### config.mk
export PLATFORM = sky130hd
export DESIGN_NAME = sops_ctrl
export DESIGN_NICKNAME = d
export VERILOG_FILES = /design/src/sops_pkg.sv /design/src/sops_ctrl.sv
export SDC_FILE = /design/constraint.sdc
export NUM_CORES = 1
export LEC_CHECK = 0
export BUFFER_PORTS_ARGS = -buffer_cell sky130_fd_sc_hd__buf_2
export CORE_MARGIN = 10
export CORE_UTILIZATION = 33
export DETAILED_ROUTE_END_ITERATION = 8
export GPL_ROUTABILITY_DRIVEN = 1
export SYNTH_ARGS = -nofsm -noshare
export SYNTH_HDL_FRONTEND = slang
export SYNTH_SLANG_ARGS = --single-unit
### constraint.sdc
create_clock -name clk -period 1.65 [get_ports clk]
set_clock_uncertainty 0.05 [all_clocks]
set_input_delay 0.4125 -clock clk [delete_from_list [all_inputs] [get_ports clk]]
set_output_delay 0.4125 -clock clk [all_outputs]
set_load 0.01 [all_outputs]
### src/sops_pkg.sv
// ----------------------------------------------------------------------------
// sops_pkg
// shared widths, request codes, datapath operation codes and the
// command / status structs between the sieve controller and datapath
// ----------------------------------------------------------------------------
package sops_pkg;

  // bitmap geometry
  localparam int SEG_BITS = 4096;
  localparam int IDX_W    = $clog2(SEG_BITS);
  localparam int POS_W    = IDX_W + 1;

  // request / result field widths
  localparam int TYPE_W   = 2;
  localparam int SEG_W    = 19;
  localparam int PRIME_W  = 32;
  localparam int VALUE_W  = 32;

  // derived arithmetic widths
  localparam int BASE_W   = SEG_W + IDX_W;
  localparam int NUM_W    = BASE_W + 1;
  localparam int WRK_W    = ((NUM_W > PRIME_W) ? NUM_W : PRIME_W) + 2;
  localparam int SQ_W     = 2 * PRIME_W;
  localparam int DIV_CW   = $clog2(NUM_W);

  // request types
  localparam logic [TYPE_W-1:0] REQ_OPEN   = 2'd0;
  localparam logic [TYPE_W-1:0] REQ_STRIKE = 2'd1;
  localparam logic [TYPE_W-1:0] REQ_FETCH  = 2'd2;

  // datapath operations
  typedef logic [3:0] op_t;
  localparam op_t OP_NONE      = 4'd0;
  localparam op_t OP_CAPTURE   = 4'd1;
  localparam op_t OP_CLEAR     = 4'd2;
  localparam op_t OP_DIV_STEP  = 4'd3;
  localparam op_t OP_PREP_A    = 4'd4;
  localparam op_t OP_PREP_B    = 4'd5;
  localparam op_t OP_PREP_C    = 4'd6;
  localparam op_t OP_PREP_D    = 4'd7;
  localparam op_t OP_PREP_E    = 4'd8;
  localparam op_t OP_STRIKE    = 4'd9;
  localparam op_t OP_TWO       = 4'd10;
  localparam op_t OP_SCAN_INIT = 4'd11;
  localparam op_t OP_SCAN      = 4'd12;
  localparam op_t OP_LOAD      = 4'd13;

  typedef struct packed {
    op_t op;
  } sops_cmd_t;

  typedef struct packed {
    logic [TYPE_W-1:0] req_type;
    logic              clear_last;
    logic              prime_bad;
    logic              need_two;
    logic              div_last;
    logic              sq_far;
    logic              strike_end;
    logic              scan_hit;
    logic              scan_exh;
  } sops_status_t;

endpackage

### src/sops_ctrl.sv
// ----------------------------------------------------------------------------
// sops_ctrl
// sequencer of the sieve: request handshake, per-request operation sequence
// and the result register handshake
// ----------------------------------------------------------------------------
module sops_ctrl (
  input  logic                   clk,
  input  logic                   rst,
  input  logic                   in_valid,
  output logic                   in_ready,
  output logic                   out_valid,
  input  logic                   out_ready,
  input  sops_pkg::sops_status_t status,
  output sops_pkg::sops_cmd_t    cmd
);
  import sops_pkg::*;

  localparam logic [3:0] S_CLEAR    = 4'd0;
  localparam logic [3:0] S_IDLE     = 4'd1;
  localparam logic [3:0] S_DISPATCH = 4'd2;
  localparam logic [3:0] S_DIV      = 4'd3;
  localparam logic [3:0] S_PREP_A   = 4'd4;
  localparam logic [3:0] S_PREP_B   = 4'd5;
  localparam logic [3:0] S_PREP_C   = 4'd6;
  localparam logic [3:0] S_PREP_D   = 4'd7;
  localparam logic [3:0] S_PREP_E   = 4'd8;
  localparam logic [3:0] S_STRIKE   = 4'd9;
  localparam logic [3:0] S_SCAN     = 4'd10;
  localparam logic [3:0] S_DONE     = 4'd11;

  logic [3:0] state;
  logic [3:0] state_next;
  logic       from_reset;
  logic       out_valid_next;
  logic       out_free;

  assign in_ready = (state == S_IDLE);
  assign out_free = !out_valid || out_ready;

  always_comb begin
    state_next     = state;
    cmd.op         = OP_NONE;
    out_valid_next = out_valid && !out_ready;
    case (state)
      S_CLEAR: begin
        cmd.op = OP_CLEAR;
        if (status.clear_last) begin
          state_next = from_reset ? S_IDLE : S_DONE;
        end
      end
      S_IDLE: begin
        if (in_valid) begin
          cmd.op     = OP_CAPTURE;
          state_next = S_DISPATCH;
        end
      end
      S_DISPATCH: begin
        case (status.req_type)
          REQ_OPEN: begin
            state_next = S_CLEAR;
          end
          REQ_STRIKE: begin
            state_next = status.prime_bad ? S_DONE : S_DIV;
          end
          REQ_FETCH: begin
            if (status.need_two) begin
              cmd.op     = OP_TWO;
              state_next = S_DONE;
            end else begin
              cmd.op     = OP_SCAN_INIT;
              state_next = S_SCAN;
            end
          end
          default: begin
            state_next = S_DONE;
          end
        endcase
      end
      S_DIV: begin
        cmd.op = OP_DIV_STEP;
        if (status.div_last) begin
          state_next = S_PREP_A;
        end
      end
      S_PREP_A: begin
        cmd.op     = OP_PREP_A;
        state_next = S_PREP_B;
      end
      S_PREP_B: begin
        cmd.op     = OP_PREP_B;
        state_next = S_PREP_C;
      end
      S_PREP_C: begin
        // square of the prime beyond the segment: nothing to cross out
        if (status.sq_far) begin
          state_next = S_DONE;
        end else begin
          cmd.op     = OP_PREP_C;
          state_next = S_PREP_D;
        end
      end
      S_PREP_D: begin
        cmd.op     = OP_PREP_D;
        state_next = S_PREP_E;
      end
      S_PREP_E: begin
        cmd.op     = OP_PREP_E;
        state_next = S_STRIKE;
      end
      S_STRIKE: begin
        if (status.strike_end) begin
          state_next = S_DONE;
        end else begin
          cmd.op = OP_STRIKE;
        end
      end
      S_SCAN: begin
        cmd.op = OP_SCAN;
        if (status.scan_hit || status.scan_exh) begin
          state_next = S_DONE;
        end
      end
      S_DONE: begin
        if (out_free) begin
          cmd.op         = OP_LOAD;
          out_valid_next = 1'b1;
          state_next     = S_IDLE;
        end
      end
      default: begin
        state_next = S_IDLE;
      end
    endcase
  end

  always_ff @(posedge clk) begin
    if (rst) begin
      state      <= S_CLEAR;
      from_reset <= 1'b1;
      out_valid  <= 1'b0;
    end else begin
      state     <= state_next;
      out_valid <= out_valid_next;
      if (state == S_CLEAR && status.clear_last) begin
        from_reset <= 1'b0;
      end
    end
  end

  a_accept_dispatch: assert property (@(posedge clk) disable iff (rst)
    in_valid && in_ready |=> state == S_DISPATCH && !in_ready)
    else $error("accepted beat did not move to dispatch");

  a_result_from_done: assert property (@(posedge clk) disable iff (rst)
    $rose(out_valid) |-> $past(state) == S_DONE)
    else $error("result raised outside the done step");

  a_scan_exclusive: assert property (@(posedge clk) disable iff (rst)
    state == S_SCAN |-> !(status.scan_hit && status.scan_exh))
    else $error("scan reports hit and exhaustion together");

  a_div_to_prep: assert property (@(posedge clk) disable iff (rst)
    state == S_DIV && status.div_last |=> state == S_PREP_A)
    else $error("divider finish did not start setup");

endmodule

* Yosys cells after proc, flatten, opt, wreduce, memory -nomap -nowiden *
Index checks and enable logic that the tools add are counted.

storage, ports and cells
  register bits = 6
  logic and storage cells = 52

cells by class
  equal/unequal tests = 19
  mux-type cells = 21
  reductions and logical operators = 9

operators by type and width
  operator                                        number
  one-hot mux 4 bit (12 select lines)             2
  two-way mux 4 bit                               12
  == test 4 x 3 -> 1 bit (second input constant)  4
  == test 4 bit (second input constant)           4
  != test 2 bit (second input constant)           6
  one-hot mux 4 bit (3 select lines)              1
  == test 4 x 2 -> 1 bit (second input constant)  2
  AND reduction 6 bit                             1
  two-way mux 1 bit                               5
  == test 4 x 1 -> 1 bit (second input constant)  1
  logical NOT 4 bit                               1
  two-way mux 3 bit                               1
  == test 2 x 1 -> 1 bit (second input constant)  1
  == test 2 bit (second input constant)           1
  logical AND 1 bit                               2
  logical NOT 1 bit                               2
  logical NOT 2 bit                               1
  logical OR 1 bit                                2

* Logic depth before layout (Yosys ltp) *
Gate-level depths: netlist of run 1.

  depth in word-level cells = 4
  mapped depth = 6
  gate-level depth less buffers = 4

* Least setup slack after synthesis of run 1 *
Ideal clock, no wire load.

  path type = flip-flop to output port
  start = register state[0]
  end = output cmd[1] (netlist name)
  arrival time = 1.277 ns
  data required time = 1.187 ns
  setup slack = -0.090 ns
  stages on the path, launching flop included = 7
  buffers on the path = 2
  cells stage by stage = dfxtp_1 buf_2 clkbuf_1 inv_1 o21ai_0 a22oi_1 o21ai_0

RTL lines
  item                    line              text
  from (decl)             sops_ctrl.sv:31   logic [3:0] state;
  from (signal assigned)  sops_ctrl.sv:142  state <= state_next;
  to (decl)               sops_ctrl.sv:14   output sops_pkg::sops_cmd_t cmd

==> results of run 1 <==
-- final cells by class --
| cell class | instances | area [um2] |
|---|---|---|
| clock buffers | 3 | 22.52 |
| multi-input cells | 61 | 454.2 |
| inverters | 4 | 17.52 |
| well taps | 16 | 20.02 |
| repair buffers | 38 | 251.5 |
| fillers | 141 | 639.4 |
| flip-flops and latches | 6 | 136.4 |
-- metrics by stage --
step / total power [uW] / instance area (um2) / hold slack [ps]
after floorplan: 713.1 / 545.5 / 386.2
after global placement: 1058 / 743.2 / 413.9
after detailed placement: 1060 / 743.2 / 418.6
after CTS: 1358 / 843.3 / 342.7
after global routing: 1552 / 902.1 / 364.3
final: 1450 / 902.1 / 350.4
-- cells in the final DEF, fill, tap and decap left out, types with 2 or more instances in the layout --
cell type / Yosys / routed
nand3_1: 4 / 3
buf_2: 2 / 18
o211ai_1: 2 / 2
dfxtp_4: 0 / 4
a21oi_1: 5 / 5
o311ai_1: 1 / 2
o21ai_0: 5 / 2
nor4_2: 0 / 2
and3b_1: 2 / 2
buf_6: 0 / 3
o21ai_1: 1 / 3
nand2_1: 8 / 8
nor3b_1: 2 / 2
nor2_1: 6 / 4
clkbuf_4: 0 / 3
buf_4: 1 / 17
mux2i_1: 2 / 2
nor3_1: 3 / 2
inv_1: 4 / 2
-- repair_timing --
action / in CTS / in global routing
pin swaps: 3 / 9
endpoints found under the setup margin: 7 / 8
setup buffers: 3 / 2
gates resized for setup: 19 / 16
hold buffers: 0 / 0
-- worst paths after layout --
| path | startpoint | endpoint | cells past startpoint |
|---|---|---|---|
| setup / recovery | state[1]$_SDFFE_PP0P_ | cmd[0] | 5 |
| setup reg to reg | state[1]$_SDFFE_PP0P_ | state[2]$_SDFFE_PP0P_ | 5 |
| hold reg to reg | from_reset$_SDFFE_PP1P_ | from_reset$_SDFFE_PP1P_ | 2 |
| hold / removal | rst | state[0]$_SDFFE_PP0P_ | 2 |
-- power by group through the flow --
stage | clock (uW) | combinational [uW] | sequential (uW)
after floorplan | 0 | 500 | 213
after global placement | 0 | 777 | 280
after detailed placement | 0 | 782 | 278
after CTS | 137 | 935 | 285
after global routing | 145 | 1100 | 307
final | 134 | 1020 | 300
-- synthesized netlist by cell type (2+ instances only) --
cell type  number  area, um2
nor2_1          6      22.52
o21ai_0         5      25.02
inv_1           4      15.01
nor4_1          2      12.51
nand3_1         4      20.02
buf_2           2      10.01
clkbuf_1        2      7.510
nor3_1          3      15.01
a21oi_1         5      25.02
nor2b_1         2      12.51
o211ai_1        2      15.01
nor3b_1         2      15.01
and3b_1         2      17.52
nand2_1         8      30.03
dfxtp_1         6      120.1
mux2i_1         2      20.02
-- state kept, by name, summed over array words and instances, names as in the netlist --
signal / flops
from_reset: 1
out_valid: 1
state: 4
-- kinds of logic after synthesis --
| family | Yosys count |
|---|---|
| buf+inv | 10 |
| compound gates | 23 |
| mux | 3 |
| flops | 6 |
| simple gates | 35 |
-- routing by layer --
layer	GRT usage	routed length (um)	up-vias
li1	-	-	365
met1	0.1135	795	344
met2	0.1980	1016	19
met3	0.03758	109	2
met4	0.03762	11	0
met5	0	0	-
==> flow_summary.json, run 1 <==
{
  "areaGrowthSynthToFinish_pct": 65.75,
  "drive_gt1_frac": 0.5625,
  "crit_buf_inv": 2,
  "synth-async-reset-ratio": 0,
  "drc": 0,
  "p_leak_uw": 0.0004105,
  "synth_top_flop_cell": "dfxtp_1",
  "synth-xor-area-share": 0,
  "grt_pass1_wl_um": 3160,
  "fp.dieH_um": 60.61,
  "hold_viol_final": 0,
  "antenna_found_initial": 0,
  "yosys_warnings": 0,
  "p_sw_frac": 0.4227,
  "diodes": 0,
  "synthSimpleGateAreaFrac": 0.3586,
  "cts_made_buffers": 3,
  "setup_viol": 5,
  "clock_power_share": 0.093,
  "num_rows": 14,
  "first_pass_iters": 5,
  "root_buffer": "clkbuf_4",
  "fin_crit_ps": 1795,
  "ys_ff_latch": 6,
  "hpwl_um": 1441,
  "power_frac_comb": 0.700,
  "layout.cells.non_filler": 128,
  "p_sw_uw": 613.0,
  "grt-ovfl-total": 0,
  "worstPathArrival_ps": 1330,
  "synthDistinctLibCells": 36,
  "syn_area_um2": 544.3,
  "min_period_over_period": 1.088,
  "core-area_um2": 1541,
  "fmax_mhz": 557.2,
  "grt_usage": 0.1091,
  "routedWlPerCell_um": 15.10,
  "grt_pass1_vias": 748,
  "wl_um": 1933,
  "synth-compound-area-share": 0.2828,
  "fin_ws_ps": -144.8,
  "synth_seq_area_share": 0.2207,
  "status": "finished with violations",
  "gp_congestion": 0.8859,
  "tightest_slew_ps": 331.7,
  "cp-end-kind": "output port",
  "place_ws_ps": -78.78,
  "start_kind": "register",
  "muxShareOfSynthArea": 0.05747,
  "clkLatencyLatePin_ps": 250,
  "avgSynthCellArea_um2": 7.068,
  "ant_nets": 0,
  "seq_power_share": 0.207,
  "hold_path.class": "in2reg",
  "cts_max_path_buffers": 2,
  "synth_top_family_by_area": "simple AND/OR/NAND/NOR gates",
  "finalSetupTns_ps": -361.3,
  "rrSetupSlack_ps": 0,
  "initial_core_util": 0.3531,
  "rsz0062_at_grt": "true",
  "slowest_stage": "dfxtp_4",
  "crit_path_max_incr_delay_ps": 370,
  "final_util": 0.5852,
  "slew_headroom": 0.7770,
  "via_count": 730,
  "required_ps": 1190,
  "port_buffers": 19,
  "htree_num_levels": 1,
  "first_iter_violations": 14,
  "synth_fa_ha_area_frac": 0,
  "grt_max_degree": 12,
  "final_max_slew_viol_count": 0,
  "power_density_nw_per_um2": 1608,
  "cts_tree": "done",
  "clk_pin_slew_ps": 50,
  "cp_top_family": "flip-flops",
  "dp.cells": 121,
  "ios": 20,
  "die_w_um": 60.61,
  "power.internal_uw": 837.1,
  "worstPathCellList": "buf_4 -> o31ai_2 -> nand3_1 -> o211ai_1 -> buf_2",
  "max_cap_violations": 0,
  "cts_sinks": 6,
  "peakVddDrop_mv": 0.7589,
  "path_max_fanout": 6,
  "synthCells": 77,
  "crit_type": "reg2out",
  "syn_nets": 91,
  "violations": "setup timing",
  "dieArea_um2": 3674,
  "layout.nets": 128,
  "synth_edf_count": 0,
  "routed_via_density": 5.703
}
(Power assumes the default switching activity.)
==> run 2, diff against run 1 <==
CORE_AREA = 10 10 47 49   (was not set)
CORE_MARGIN = not set   (was 10)
CORE_UTILIZATION = not set   (was 33)
DIE_AREA = 0 0 57 59   (was not set)
PLACE_DENSITY = 0.68   (was not set)
==> flow_summary.json, run 2 (synthesis gave the netlist of run 1 again) <==
{
  "final_max_slew_viol_count": 0,
  "fin_ws_ps": -194.8,
  "htree_num_levels": 1,
  "min_period_over_period": 1.118,
  "root_buffer": "clkbuf_4",
  "r2r_cells": 5,
  "fin_crit_ps": 1845,
  "ant_nets": 0,
  "tightest_slew_ps": 310.9,
  "holdPathStages": 2,
  "fp.dieH_um": 59,
  "hold_viol_final": 0,
  "place_ws_ps": -75.42,
  "layout_common_cells": "19 x buf_2, 16 x buf_4, 7 x nand2_1, 6 x nor2_1, 5 x a21oi_1",
  "cts_sinks": 6,
  "peakVddDrop_mv": 0.7750,
  "grt-ovfl-total": 0,
  "cts_max_path_buffers": 2,
  "finish.instance_area_um2": 878.3,
  "hp-start": "rst",
  "violations": "setup timing",
  "port_buffers": 19,
  "grt_pass1_vias": 740,
  "layout.nets": 129,
  "gp_congestion": 0.9465,
  "rrSetupSlack_ps": -20,
  "start_kind": "register",
  "reg_top3": "state: 4 flops, from_reset: 1 flops, out_valid: 1 flops",
  "drc": 0,
  "power_frac_comb": 0.702,
  "p_sw_uw": 585.2,
  "crit_buf_inv": 1,
  "diodes": 0,
  "dieArea_um2": 3363,
  "p_sw_frac": 0.4215,
  "fillers": 129,
  "ios": 20,
  "finalSetupTns_ps": -460.7,
  "cp-end-kind": "output port",
  "first_pass_iters": 4,
  "post_dp_cell_area_um2": 743.2,
  "power.internal_uw": 803.3,
  "core-area_um2": 1401,
  "num_rows": 14,
  "initial_core_util": 0.3884,
  "hold_path.class": "in2reg",
  "worstPathArrival_ps": 1380,
  "via_count": 732,
  "grt_pass1_wl_um": 3187,
  "clk_pin_slew_ps": 40,
  "wl_um": 1966,
  "rsz0062_at_grt": "true",
  "r2r_end": "state[2]$_SDFFE_PP0P_",
  "power_density_nw_per_um2": 1581,
  "grt_max_degree": 9,
  "routedWlPerCell_um": 15.24,
  "slowest_stage": "dfxtp_4",
  "hpwl_um": 1507,
  "antenna_found_initial": 0,
  "grt_usage": 0.1127,
  "cp_top_family": "simple AND/OR/NAND/NOR gates",
  "final_common_cell": "buf_2",
  "cts_tree": "done",
  "crit_path_max_incr_delay_ps": 340,
  "largest_reg_flops": 4,
  "first_iter_violations": 18,
  "seq_power_share": 0.202,
  "worstSetupPathDepth": 5,
  "holdBufCountCts": 0,
  "fmax_mhz": 542.1,
  "slew_headroom": 0.7910,
  "routed_via_density": 5.674,
  "setup_viol": 6,
  "areaGrowthSynthToFinish_pct": 61.38,
  "required_ps": 1190,
  "drive_gt1_frac": 0.5044,
  "reg2reg_from": "state[1]$_SDFFE_PP0P_",
  "max_cap_violations": 0,
  "clock_power_share": 0.096,
  "holdPathEnd": "state[0]$_SDFFE_PP0P_",
  "top_register": "state",
  "clkLatencyLatePin_ps": 240,
  "worstPathCellList": "or2_1 -> nor2_1 -> nand3_1 -> o211ai_1 -> buf_2",
  "die_w_um": 57,
  "crit_type": "reg2out",
  "status": "finished with violations",
  "p_leak_uw": 0.0004102,
  "cts_made_buffers": 3,
  "path_max_fanout": 3
}
## run 2: cell count changes in the layout (fill, tap and decap cells not counted), sizes merged
cell  before  now
buf       38   39
## run 2: area by class of cell
type	count	area, um2	share of cell area
clock buffer	3	22.52	0.02564
inverter	4	15.01	0.01709
sequential	6	135.1	0.1538
tap	16	20.02	0.02279
timing repair buffer	39	260.3	0.2963
multi-input combinational	61	425.4	0.4843
## run 2: worst max path at each step
| stage | startpoint | to | slack (ps) |
|---|---|---|---|
| final | state[3]$_SDFFE_PP0P_ | cmd[0] | -190 |
| after global routing | state[3]$_SDFFE_PP0P_ | cmd[0] | -330 |
| after CTS | state[2]$_SDFFE_PP0P_ | cmd[0] | -230 |
| after detailed placement | out_ready | cmd[3] | -80 |
| after global placement | out_ready | cmd[3] | -70 |
| after floorplan | state[2]$_SDFFE_PP0P_ | cmd[1] | 30 |
## run 2: timing repair
action | 4_1_cts | 5_1_grt
setup buffers | 6 | 0
setup endpoints to repair | 7 | 9
pin swaps | 9 | 5
gates resized for setup | 15 | 9
## run 2: worst reg2reg max path, cell delays in order, from the launching register on
cell      delay, ps
dfxtp_4         360
buf_4           140
and3b_1         160
a32o_1          230
or3_4           410
and4bb_1        260
## run 2: per-stage QoR
| stage | util | hold slack, ps | instances | total power [uW] |
|---|---|---|---|---|
| 2_1_floorplan | - | 386.2 | 77 | 713.1 |
| 3_3_place_gp | 0.5304 | 413.8 | 121 | 1037 |
| 3_5_place_dp | 0.5304 | 414.1 | 121 | 1052 |
| 4_1_cts | 0.6009 | 337.0 | 129 | 1324 |
| 5_1_grt | 0.6268 | 341.6 | 129 | 1497 |
| 6_report | 0.6268 | 341.7 | 129 | 1388 |
## run 2: power groups by stage
stage	combinational, uW	clock (uW)	sequential, uW
4_1_cts	914	138	273
3_3_place_gp	765	0	272
3_5_place_dp	776	0	276
6_report	975	133	280
2_1_floorplan	500	0	213
5_1_grt	1060	147	291
## run 2: routing by layer
layer  vias to the layer above  global-route usage  wire, um
met1                       344              0.1211       796
met4                         0             0.02349        14
met2                        27              0.2078      1024
met5                         -                   0         0
li1                        359                   -         -
met3                         2             0.03863       131
==> run 3, diff against run 2 <==
CELL_PAD_IN_SITES_DETAIL_PLACEMENT = 0   (was not set)
CELL_PAD_IN_SITES_GLOBAL_PLACEMENT = 1   (was not set)
CORE_AREA = not set   (was 10 10 47 49)
CORE_MARGIN = 10   (was not set)
CORE_UTILIZATION = 32   (was not set)
DIE_AREA = not set   (was 0 0 57 59)
PLACE_DENSITY = not set   (was 0.68)
PLACE_DENSITY_LB_ADDON = 0.1   (was not set)
==> flow_summary.json, run 3 (synthesis gave the netlist of run 1 again) <==
{
  "status": "finished with violations",
  "violations": "setup timing",
  "grt-ovfl-total": 0,
  "crit_path_max_incr_delay_ps": 350,
  "path_max_fanout": 4,
  "fin_crit_ps": 1810,
  "largest_reg_flops": 4,
  "worstSetupPathDepth": 6,
  "cp-end-kind": "output port",
  "rsz0062_at_grt": "true",
  "place_ws_ps": -79.54,
  "die_w_um": 61.24,
  "routedWlPerCell_um": 15.69,
  "setup_viol": 7,
  "crit_type": "reg2out",
  "grt_pass1_vias": 732,
  "first_iter_violations": 20,
  "gp_congestion": 0.8207,
  "drc": 0,
  "num_rows": 14,
  "slew_headroom": 0.7656,
  "peakVddDrop_mv": 0.7676,
  "p_leak_uw": 0.0004329,
  "power_density_nw_per_um2": 1592,
  "layout_common_cells": "19 x buf_2, 19 x buf_4, 6 x nand2_1, 5 x a21oi_1",
  "top_register": "state",
  "required_ps": 1190,
  "fp.dieH_um": 61.24,
  "worstPathArrival_ps": 1350,
  "via_count": 740,
  "routed_via_density": 5.606,
  "initial_core_util": 0.3491,
  "slowest_stage": "dfxtp_4",
  "fin_ws_ps": -160.4,
  "ios": 20,
  "finalSetupTns_ps": -500.3,
  "crit_buf_inv": 3,
  "cts_made_buffers": 3,
  "hold_viol_final": 0,
  "holdBufCountCts": 0,
  "port_buffers": 19,
  "r2r_cells": 6,
  "start_kind": "register",
  "clkLatencyLatePin_ps": 260,
  "ant_nets": 0,
  "root_buffer": "clkbuf_4",
  "cts_sinks": 6,
  "cts_max_path_buffers": 2,
  "cts_tree": "done",
  "first_pass_iters": 4,
  "dieArea_um2": 3750,
  "fmax_mhz": 552.4,
  "hold_path.class": "in2reg",
  "drive_gt1_frac": 0.5862,
  "layout.nets": 132,
  "min_period_over_period": 1.097,
  "htree_num_levels": 1,
  "max_cap_violations": 0,
  "diodes": 0,
  "multi_input_area_um2": 446.7,
  "areaGrowthSynthToFinish_pct": 69.66,
  "antenna_found_initial": 0,
  "core-area_um2": 1559,
  "cp_top_family": "buffers and inverters",
  "tightest_slew_ps": 348.4,
  "fillers": 149,
  "final_max_slew_viol_count": 0,
  "wl_um": 2071,
  "holdPathStages": 2,
  "grt_usage": 0.1162,
  "seqCellArea_um2": 136.4,
  "reg_top3": "state: 4 flops, from_reset: 1 flops, out_valid: 1 flops",
  "clk_pin_slew_ps": 50,
  "worstPathCellList": "buf_4 -> buf_4 -> nor2b_2 -> nand4_1 -> o211ai_1 -> buf_2",
  "cp_common_cell": "buf_4",
  "grt_max_degree": 13,
  "grt_pass1_wl_um": 3284,
  "hpwl_um": 1517
}
## run 3: through the flow
step	power, uW	hold WS [ps]	cell area, um2	cells	utilization
after floorplan	713.1	386.2	545.5	77	-
after global placement	1052	411.3	750.7	122	0.4815
after detailed placement	1057	409.6	750.7	122	0.4815
after global routing	1576	358.9	923.4	132	0.5923
after CTS	1326	328.2	855.8	130	0.5490
final	1470	329.5	923.4	132	0.5923
## run 3: worst paths after layout
| check | from | endpoint | slack (ps) |
|---|---|---|---|
| setup / recovery | state[2]$_SDFFE_PP0P_ | cmd[0] | -160 |
| hold / removal | rst | state[0]$_SDFFE_PP0P_ | 330 |
| setup reg to reg | state[3]$_SDFFE_PP0P_ | state[2]$_SDFFE_PP0P_ | -50 |
| hold reg to reg | from_reset$_SDFFE_PP1P_ | from_reset$_SDFFE_PP1P_ | 420 |
## run 3: final cells by class
cell class                      instances  share of cell area
Timing Repair Buffer                   42              0.3062
Inverter                                4             0.01626
Sequential cell                         6              0.1477
Tap cell                               16             0.02168
Clock buffer                            3             0.02439
Multi-Input combinational cell         61              0.4837
## run 3: worst register-to-register path, cell delays in order, from the launching register on
cell,delay [ps]
dfxtp_4,340
buf_6,120
buf_6,110
mux2i_1,110
a32o_2,250
or3_4,410
and4bb_1,260
## run 3: metal layers
| layer | wire length [um] | vias to the layer above | track usage |
|---|---|---|---|
| met5 | 0 | - | 0 |
| met4 | 0 | 0 | 0.03583 |
| met3 | 106 | 0 | 0.04115 |
| met2 | 1064 | 27 | 0.1997 |
| met1 | 900 | 347 | 0.1309 |
| li1 | - | 366 | - |
## run 3: power by group
group | internal [uW] | switching (uW) | leakage (uW)
logic | 554 | 491 | 0.000367
registers | 209 | 69.9 | 0.0000525
clock network | 83.0 | 64.1 | 0.0000138
total | 846 | 625 | 0.000433
## run 3: repair_timing
action,in CTS,in global routing
gates resized for setup,18,14
setup endpoints to repair,5,9
pin swaps,7,5
setup buffers,5,2
cloned,0,0
